**config.mk**
```make
export PLATFORM = sky130hd
export DESIGN_NAME = circle_rasterizer
export DESIGN_NICKNAME = d
export VERILOG_FILES = /design/src/rtl/cr_pkg.sv /design/src/rtl/cr_scan.sv /design/src/rtl/circle_rasterizer.sv
export SDC_FILE = /design/constraint.sdc
export NUM_CORES = 2
export LEC_CHECK = 0
export BUFFER_PORTS_ARGS = -buffer_cell sky130_fd_sc_hd__buf_2
export CORE_MARGIN = 1
export CORE_UTILIZATION = 42
export DETAILED_ROUTE_END_ITERATION = 10
export GPL_TIMING_DRIVEN = 0
export HOLD_SLACK_MARGIN = 0.12
export PLACE_DENSITY = 0.56
export SYNTH_ARGS = -nofsm -noshare
export SYNTH_HDL_FRONTEND = slang
export SYNTH_SLANG_ARGS = --single-unit
```
**constraint.sdc**
```tcl
create_clock -name clk -period 6.24 [get_ports clk]
set_input_delay 1.248 -clock clk [delete_from_list [all_inputs] [get_ports clk]]
set_output_delay 1.248 -clock clk [all_outputs]
set_load 0.01 [all_outputs]
```
**src/rtl/cr_pkg.sv**
```systemverilog
// Shared types and constants of the circle rasterizer.
`default_nettype none
package cr_pkg;

  // Largest radius the scan accepts; larger values saturate.
  localparam logic [9:0] MAX_RADIUS = 10'd1023;

  localparam int COORD_W  = 16;
  localparam int PIXEL_W  = 17;
  localparam int RADIUS_W = 10;
  localparam int OFFX_W   = 11;
  localparam int OFFY_W   = 12;

  // Action codes of an input transfer.
  typedef enum logic {
    ACT_START = 1'b0,
    ACT_STEP  = 1'b1
  } action_t;

  // One candidate pixel as handed from the scan sequencer to the test pipeline.
  typedef struct packed {
    logic signed [PIXEL_W-1:0]  pixel_x;
    logic signed [PIXEL_W-1:0]  pixel_y;
    logic signed [OFFX_W-1:0]   off_x;
    logic signed [OFFY_W-1:0]   off_y;
    logic [RADIUS_W-1:0]        radius;
    logic [RADIUS_W-1:0]        width;
    logic                       filled;
    logic                       last;
    logic                       idle;
  } cand_t;

endpackage
`default_nettype wire

```
**src/rtl/cr_scan.sv**
```systemverilog
// Scan sequencer: latches circle parameters and walks the candidate offsets.
`default_nettype none
module cr_scan (
  input  wire logic                          clk,
  input  wire logic                          rst,
  input  wire logic                          start_take,
  input  wire logic                          step_take,
  input  wire logic signed [cr_pkg::COORD_W-1:0]  center_x,
  input  wire logic signed [cr_pkg::COORD_W-1:0]  center_y,
  input  wire logic [cr_pkg::RADIUS_W-1:0]   radius,
  input  wire logic                          filled,
  input  wire logic [cr_pkg::RADIUS_W-1:0]   ring_width,
  output cr_pkg::cand_t                      cand
);
  import cr_pkg::*;

  logic                       scan_active;
  logic signed [OFFX_W-1:0]   offset_x;
  logic signed [OFFY_W-1:0]   offset_y;
  logic signed [COORD_W-1:0]  held_center_x;
  logic signed [COORD_W-1:0]  held_center_y;
  logic [RADIUS_W-1:0]        held_radius;
  logic [RADIUS_W-1:0]        held_width;
  logic                       held_filled;

  logic [RADIUS_W-1:0]        r_clamp;
  logic [RADIUS_W-1:0]        w_limit;
  logic [RADIUS_W-1:0]        w_clamp;
  logic [RADIUS_W:0]          start_span;
  logic [RADIUS_W:0]          span;
  logic signed [OFFY_W-1:0]   span_s;
  logic                       x_end;
  logic                       y_end;
  logic                       fin;

  // Clamp radius and ring width of a start transfer
  always_comb begin
    r_clamp    = (radius > MAX_RADIUS) ? MAX_RADIUS : radius;
    w_limit    = {1'b0, r_clamp[RADIUS_W-1:1]};
    w_clamp    = (ring_width > w_limit) ? w_limit : ring_width;
    start_span = {1'b0, r_clamp} + {1'b0, w_clamp};
  end

  // Scan bounds and end detection
  always_comb begin
    span   = {1'b0, held_radius} + {1'b0, held_width};
    span_s = $signed({1'b0, span});
    x_end  = offset_x >= $signed({1'b0, held_radius});
    y_end  = offset_y >= span_s;
    fin    = x_end && y_end;
  end

  // Present the current candidate; an idle step reports the origin as last
  always_comb begin
    cand.off_x  = offset_x;
    cand.off_y  = offset_y;
    cand.radius = held_radius;
    cand.width  = held_width;
    cand.filled = held_filled;
    cand.idle   = !scan_active;
    if (scan_active) begin
      cand.pixel_x = $signed({held_center_x[COORD_W-1], held_center_x})
                   + $signed({{(PIXEL_W-OFFX_W){offset_x[OFFX_W-1]}}, offset_x});
      cand.pixel_y = $signed({held_center_y[COORD_W-1], held_center_y})
                   + $signed({{(PIXEL_W-OFFY_W){offset_y[OFFY_W-1]}}, offset_y});
      cand.last    = fin;
    end else begin
      cand.pixel_x = '0;
      cand.pixel_y = '0;
      cand.last    = 1'b1;
    end
  end

  // Latch on start, advance on step
  always_ff @(posedge clk) begin
    if (rst) begin
      scan_active   <= 1'b0;
      offset_x      <= '0;
      offset_y      <= '0;
      held_center_x <= '0;
      held_center_y <= '0;
      held_radius   <= '0;
      held_width    <= '0;
      held_filled   <= 1'b0;
    end else if (start_take) begin
      scan_active   <= 1'b1;
      held_center_x <= center_x;
      held_center_y <= center_y;
      held_radius   <= r_clamp;
      held_width    <= w_clamp;
      held_filled   <= filled;
      offset_x      <= -$signed({1'b0, r_clamp});
      offset_y      <= -$signed({1'b0, start_span});
    end else if (step_take && scan_active) begin
      if (fin) begin
        scan_active <= 1'b0;
      end else if (y_end) begin
        offset_x <= offset_x + OFFX_W'(1);
        offset_y <= -span_s;
      end else begin
        offset_y <= offset_y + OFFY_W'(1);
      end
    end
  end

endmodule
`default_nettype wire

```
**src/rtl/circle_rasterizer.sv**
```systemverilog
// Top level of the circle rasterizer: scan sequencer and pixel test pipeline.
//
//   channel  handshake          payload
//   in       in_valid/in_stall  action, center_x, center_y, radius, filled, ring_width
//   out      out_valid/out_stall pixel_x, pixel_y, plot, last
//
// One input transfer per cycle while in_stall is low; a step's result is registered in
// three registers in turn: candidate, squares and products, result.
// A start transfer gives no result. Reset clears the scan and all stage valids.
// Each stage moves when the next one is empty or moving, so an output stall
// backs up through the stages and bubbles are filled before in_stall rises.
`default_nettype none
module circle_rasterizer (
  input  wire logic                          clk,
  input  wire logic                          rst,
  input  wire logic                          in_valid,
  output logic                               in_stall,
  input  wire logic                          action,
  input  wire logic signed [cr_pkg::COORD_W-1:0]  center_x,
  input  wire logic signed [cr_pkg::COORD_W-1:0]  center_y,
  input  wire logic [cr_pkg::RADIUS_W-1:0]   radius,
  input  wire logic                          filled,
  input  wire logic [cr_pkg::RADIUS_W-1:0]   ring_width,
  output logic                               out_valid,
  input  wire logic                          out_stall,
  output logic signed [cr_pkg::PIXEL_W-1:0]  pixel_x,
  output logic signed [cr_pkg::PIXEL_W-1:0]  pixel_y,
  output logic                               plot,
  output logic                               last
);
  import cr_pkg::*;

  logic    take;
  logic    start_take;
  logic    step_take;
  cand_t   cand;

  logic    s1_valid;
  cand_t   s1;
  logic    s2_valid;
  logic signed [PIXEL_W-1:0] s2_pixel_x;
  logic signed [PIXEL_W-1:0] s2_pixel_y;
  logic    s2_filled;
  logic    s2_last;
  logic    s2_idle;
  logic [20:0] s2_sq_x;
  logic [21:0] s2_sq_y;
  logic [19:0] s2_rr;
  logic [19:0] s2_rw;
  logic [RADIUS_W-1:0] s2_radius;

  logic    out_ready;
  logic    s2_ready;
  logic    s1_ready;

  logic signed [21:0] prod_x;
  logic signed [23:0] prod_y;
  logic [19:0] prod_rr;
  logic [19:0] prod_rw;
  logic [22:0] dist_sq;
  logic [19:0] ring_lo;
  logic [20:0] ring_hi;
  logic    hit;

  // Stage flow control
  always_comb begin
    out_ready = !out_valid || !out_stall;
    s2_ready  = !s2_valid || out_ready;
    s1_ready  = !s1_valid || s2_ready;
    in_stall  = !s1_ready;
    take       = in_valid && s1_ready;
    start_take = take && (action == ACT_START);
    step_take  = take && (action == ACT_STEP);
  end

  cr_scan u_scan (
    .clk        (clk),
    .rst        (rst),
    .start_take (start_take),
    .step_take  (step_take),
    .center_x   (center_x),
    .center_y   (center_y),
    .radius     (radius),
    .filled     (filled),
    .ring_width (ring_width),
    .cand       (cand)
  );

  // Squares and radius products
  always_comb begin
    prod_x  = s1.off_x * s1.off_x;
    prod_y  = s1.off_y * s1.off_y;
    prod_rr = s1.radius * s1.radius;
    prod_rw = s1.radius * s1.width;
  end

  // Distance test
  always_comb begin
    dist_sq = {2'b00, s2_sq_x} + {1'b0, s2_sq_y};
    ring_lo = s2_rr - s2_rw;
    ring_hi = {1'b0, s2_rr} + {11'd0, s2_radius};
    if (s2_idle) begin
      hit = 1'b0;
    end else if (s2_filled) begin
      hit = dist_sq <= {3'b000, s2_rr};
    end else begin
      hit = (dist_sq >= {3'b000, ring_lo}) && (dist_sq <= {2'b00, ring_hi});
    end
  end

  // Pipeline valids
  always_ff @(posedge clk) begin
    if (rst) begin
      s1_valid  <= 1'b0;
      s2_valid  <= 1'b0;
      out_valid <= 1'b0;
    end else begin
      if (s1_ready) begin
        s1_valid <= step_take;
      end
      if (s2_ready) begin
        s2_valid <= s1_valid;
      end
      if (out_ready) begin
        out_valid <= s2_valid;
      end
    end
  end

  // Pipeline payload
  always_ff @(posedge clk) begin
    if (s1_ready && step_take) begin
      s1 <= cand;
    end
    if (s2_ready && s1_valid) begin
      s2_pixel_x <= s1.pixel_x;
      s2_pixel_y <= s1.pixel_y;
      s2_filled  <= s1.filled;
      s2_last    <= s1.last;
      s2_idle    <= s1.idle;
      s2_radius  <= s1.radius;
      s2_sq_x    <= prod_x[20:0];
      s2_sq_y    <= prod_y[21:0];
      s2_rr      <= prod_rr;
      s2_rw      <= prod_rw;
    end
    if (out_ready && s2_valid) begin
      pixel_x <= s2_pixel_x;
      pixel_y <= s2_pixel_y;
      plot    <= hit;
      last    <= s2_last;
    end
  end

endmodule
`default_nettype wire

```
==> flow_metrics.env <==
export IMPL_wl_per_cell_um=17.7
export IMPL_period_needed_ps=6060
export IMPL_drt_iter0_drc=1252
export IMPL_max_slew_margin_pct=37.1
export IMPL_cap_violations=0
export IMPL_final_cell_mix="inv_1 (512), ha_1 (399), fa_1 (326), nand2_1 (301), edfxtp_1 (242)"
export IMPL_crit_buf_inv=3
export IMPL_crit_cells=19
export IMPL_core_sq_um=75800
export IMPL_crit_required_ps=6550
export IMPL_worstHoldPathType="flop to flop"
export IMPL_cts_tree="built"
export IMPL_layoutNonFillerInstCount=4413
export IMPL_hpwl_um=63800
export IMPL_drt_first_pass_iters=5
export IMPL_syn_num_nets=4041
export IMPL_dieHeight_um=279
export IMPL_path_max_fanout=10
export IMPL_clk_path_buf_depth=3
export IMPL_criticalPathCategory="flop to flop"
export IMPL_synth_seq_cells=322
export IMPL_reg2reg_depth=19
export IMPL_rrSetupSlack_ps=180
export IMPL_setup_viol_count_final=0
export IMPL_die_w_um=279
export IMPL_rows=101
export IMPL_nets=4189
export IMPL_critPathLaunch="s1[18]"
export IMPL_yosysWarningCount=0
export IMPL_synth_area_sq_um=32100
export IMPL_start_util_pct=42.4
export IMPL_wirelength_um=78200
export IMPL_antenna_found_initial=1
export IMPL_critPathArrivalTime_ps=6370
export IMPL_syn_inst=3258
export IMPL_fmax_ghz=0.165
export IMPL_grt_ovfl_total=0
export IMPL_ys_seq_area_share_pct=27.6
export IMPL_route_detailed_drc=0
export IMPL_r2r_start="s1[18]"
export IMPL_synthFlopType="edfxtp_1"
export IMPL_die_area_sq_um=77600
export IMPL_fillerInstances=7303
export IMPL_cts_sinks=322
export IMPL_grt_pass1_vias=23100
export IMPL_insertion_delay_ps=560
export IMPL_area_delta_synth_final_pct=9.84
export IMPL_antenna_cells_inserted=0
export IMPL_critical_path_endpoint="s2_rw[19]"
export IMPL_grt_use_total_pct=20.7
export IMPL_p_per_area_nw_per_um2=349
export IMPL_crit_top_cell="fa_1"
export IMPL_cts_buffers=38
export IMPL_vias_per_cell=5.15
export IMPL_cp_end_kind="flop"
export IMPL_clockRootBuffer="clkbuf_16"
export IMPL_synth_avg_cell_area_sq_um=9.86
export IMPL_final_core_util_pct=46.5
export IMPL_clk_pin_slew_ps=60
export IMPL_critPathMaxStageDelay_ps=560
export IMPL_fin_ws_ps=178
export IMPL_hold_buffers=0
export IMPL_io_pins=96
export IMPL_final_common_cell="inv_1"
export IMPL_ir_drop_uv=302
export IMPL_start_kind="flop"
export IMPL_portBuffers=94
export IMPL_power_leakage_nw=16.3
export IMPL_synth_distinct_cells=79
export IMPL_grt_pass1_wl_um=125000
export IMPL_synth_edf_count=242
export IMPL_drv_slew=0
export IMPL_crit_family="adder cells"
export IMPL_htreeDepth=2
export IMPL_vias=22700
export IMPL_post_place_ws_ps=-534
export IMPL_r2r_end="s2_rw[19]"
export IMPL_grt_max_degree=57
export IMPL_ant_nets=0
export IMPL_slowest_stage="fa_1"
export IMPL_status="complete, no violations"
export IMPL_worst_pin_slew_ps=941
export IMPL_cp_cell_sequence="clkbuf_8 > buf_6 > nand2_1 > fa_1 > fa_1 > fa_1 > fa_1 > inv_1 > fa_1 > ha_1 > or3_4 > nor2_1 > o21a_1 > o21ai_1 > and3_1 > or4_1 > a31o_1 > a21oi_1 > xnor2_1"
export IMPL_dp_cells=4334
export IMPL_tns_ps=0
export IMPL_gp_congestion=0.872
export IMPL_drive_above_1_share_pct=6.43
export IMPL_synthArstFlopShare_pct=0
export IMPL_min_period_over_period_pct=97.1
export IMPL_finClkSkew_ps=26.6
export IMPL_hold_violations=0
kinds of logic (layout without fill, tap and decap cells):
kind of cell	after synthesis	count (layout)	synth area share (%)
multiplexers	18	18	0.569
XOR/XNOR	198	198	5.40
AO/OA/AOI/OAI	489	489	9.77
AND/OR/NAND/NOR	901	901	13.7
other	1	1	0.0117
flip-flops	322	322	27.6
buffers and inverters	604	781	7.07
adder cells (fa/ha/maj)	725	725	35.9
state kept, by name (all words and copies together), names as in the netlist, 12 cells and up:
| signal | flops |
|---|---|
| u_scan.held_center_x | 16 |
| s2_rr | 19 |
| u_scan.held_center_y | 16 |
| s2_sq_x | 20 |
| s1 | 80 |
| s2_pixel_x | 17 |
| s2_pixel_y | 17 |
| u_scan.offset_y | 12 |
| pixel_x | 17 |
| s2_rw | 20 |
| pixel_y | 17 |
| s2_sq_y | 21 |
cell usage after synthesis (all sizes together) (9+ instances only):
| cell | n | share of area [%] |
|---|---|---|
| nor2 | 157 | 1.8 |
| nor3 | 52 | 0.83 |
| o21a | 26 | 0.61 |
| nand4 | 26 | 0.51 |
| o21ai | 92 | 1.4 |
| xor2 | 55 | 1.5 |
| a211oi | 38 | 0.89 |
| nand2b | 32 | 0.62 |
| a2111oi | 9 | 0.32 |
| clkbuf | 84 | 0.98 |
| and3 | 26 | 0.51 |
| nand2 | 301 | 3.5 |
| a21oi | 172 | 2.7 |
| and2 | 149 | 2.9 |
| or3 | 18 | 0.35 |
| fa | 326 | 20 |
| nor2b | 48 | 0.93 |
| mux2i | 16 | 0.50 |
| edfxtp | 242 | 23 |
| nand3 | 56 | 0.87 |
| inv | 512 | 6.0 |
| ha | 399 | 16 |
| xnor2 | 143 | 3.9 |
| o21bai | 15 | 0.35 |
| dfxtp | 80 | 5.0 |
| a21o | 47 | 1.1 |
| a31oi | 14 | 0.27 |
metal layers:
metal / routed length [um] / up-vias / global-route usage [%]
li1: - / 11200 / -
met1: 36700 / 11100 / 28.5
met2: 36600 / 399 / 34.4
met3: 2820 / 81 / 2.23
met4: 2080 / 2 / 6.06
met5: 16 / - / 0
through the flow:
stage	hold slack, ps	total power [W]	cell area (sq um)
after detailed placement	405	0.0102	33900
after global placement	401	0.0102	33800
after CTS	412	0.0124	35100
after global routing	424	0.0136	35300
final	408	0.0123	35300
after floorplan	400	0.00851	32100
area by class of cell:
type | count | area (sq um) | area share (%)
Multi-Input combinational cell | 2332 | 21000 | 59.7
Sequential cell | 322 | 8870 | 25.1
Inverter | 512 | 1920 | 5.45
Tap cell | 978 | 1220 | 3.47
Clock buffer | 44 | 983 | 2.79
Timing Repair Buffer | 112 | 678 | 1.92
Buffer | 88 | 380 | 1.08
Clock inverter | 25 | 179 | 0.507
worst min path at each step:
stage / from / to / slack, ps / cells after the start
after CTS: s1[72] / s2_pixel_x[9] / 410 / 0
after floorplan: s2_last / last / 400 / 0
after global routing: s1[73] / s2_pixel_x[10] / 420 / 0
final: s1[72] / s2_pixel_x[9] / 410 / 0
after global placement: s1[72] / s2_pixel_x[9] / 400 / 0
after detailed placement: s1[68] / s2_pixel_x[5] / 400 / 0
where the power goes:
group	leakage [nW]	internal [W]	switching [W]	total, W
Combinational	12.8	0.00316	0.00408	0.00725
Clock	0.566	0.00115	0.000947	0.00210
Sequential	2.93	0.00276	0.000215	0.00297
Total	16.3	0.00707	0.00525	0.0123
timing repair:
item | in CTS | in global routing
resized for setup | 11 | 42
hold endpoints to repair | 0 | 0
endpoints found under the setup margin | 9 | 11
setup buffers | 1 | 13
Power figures use the tool's default switching activity.
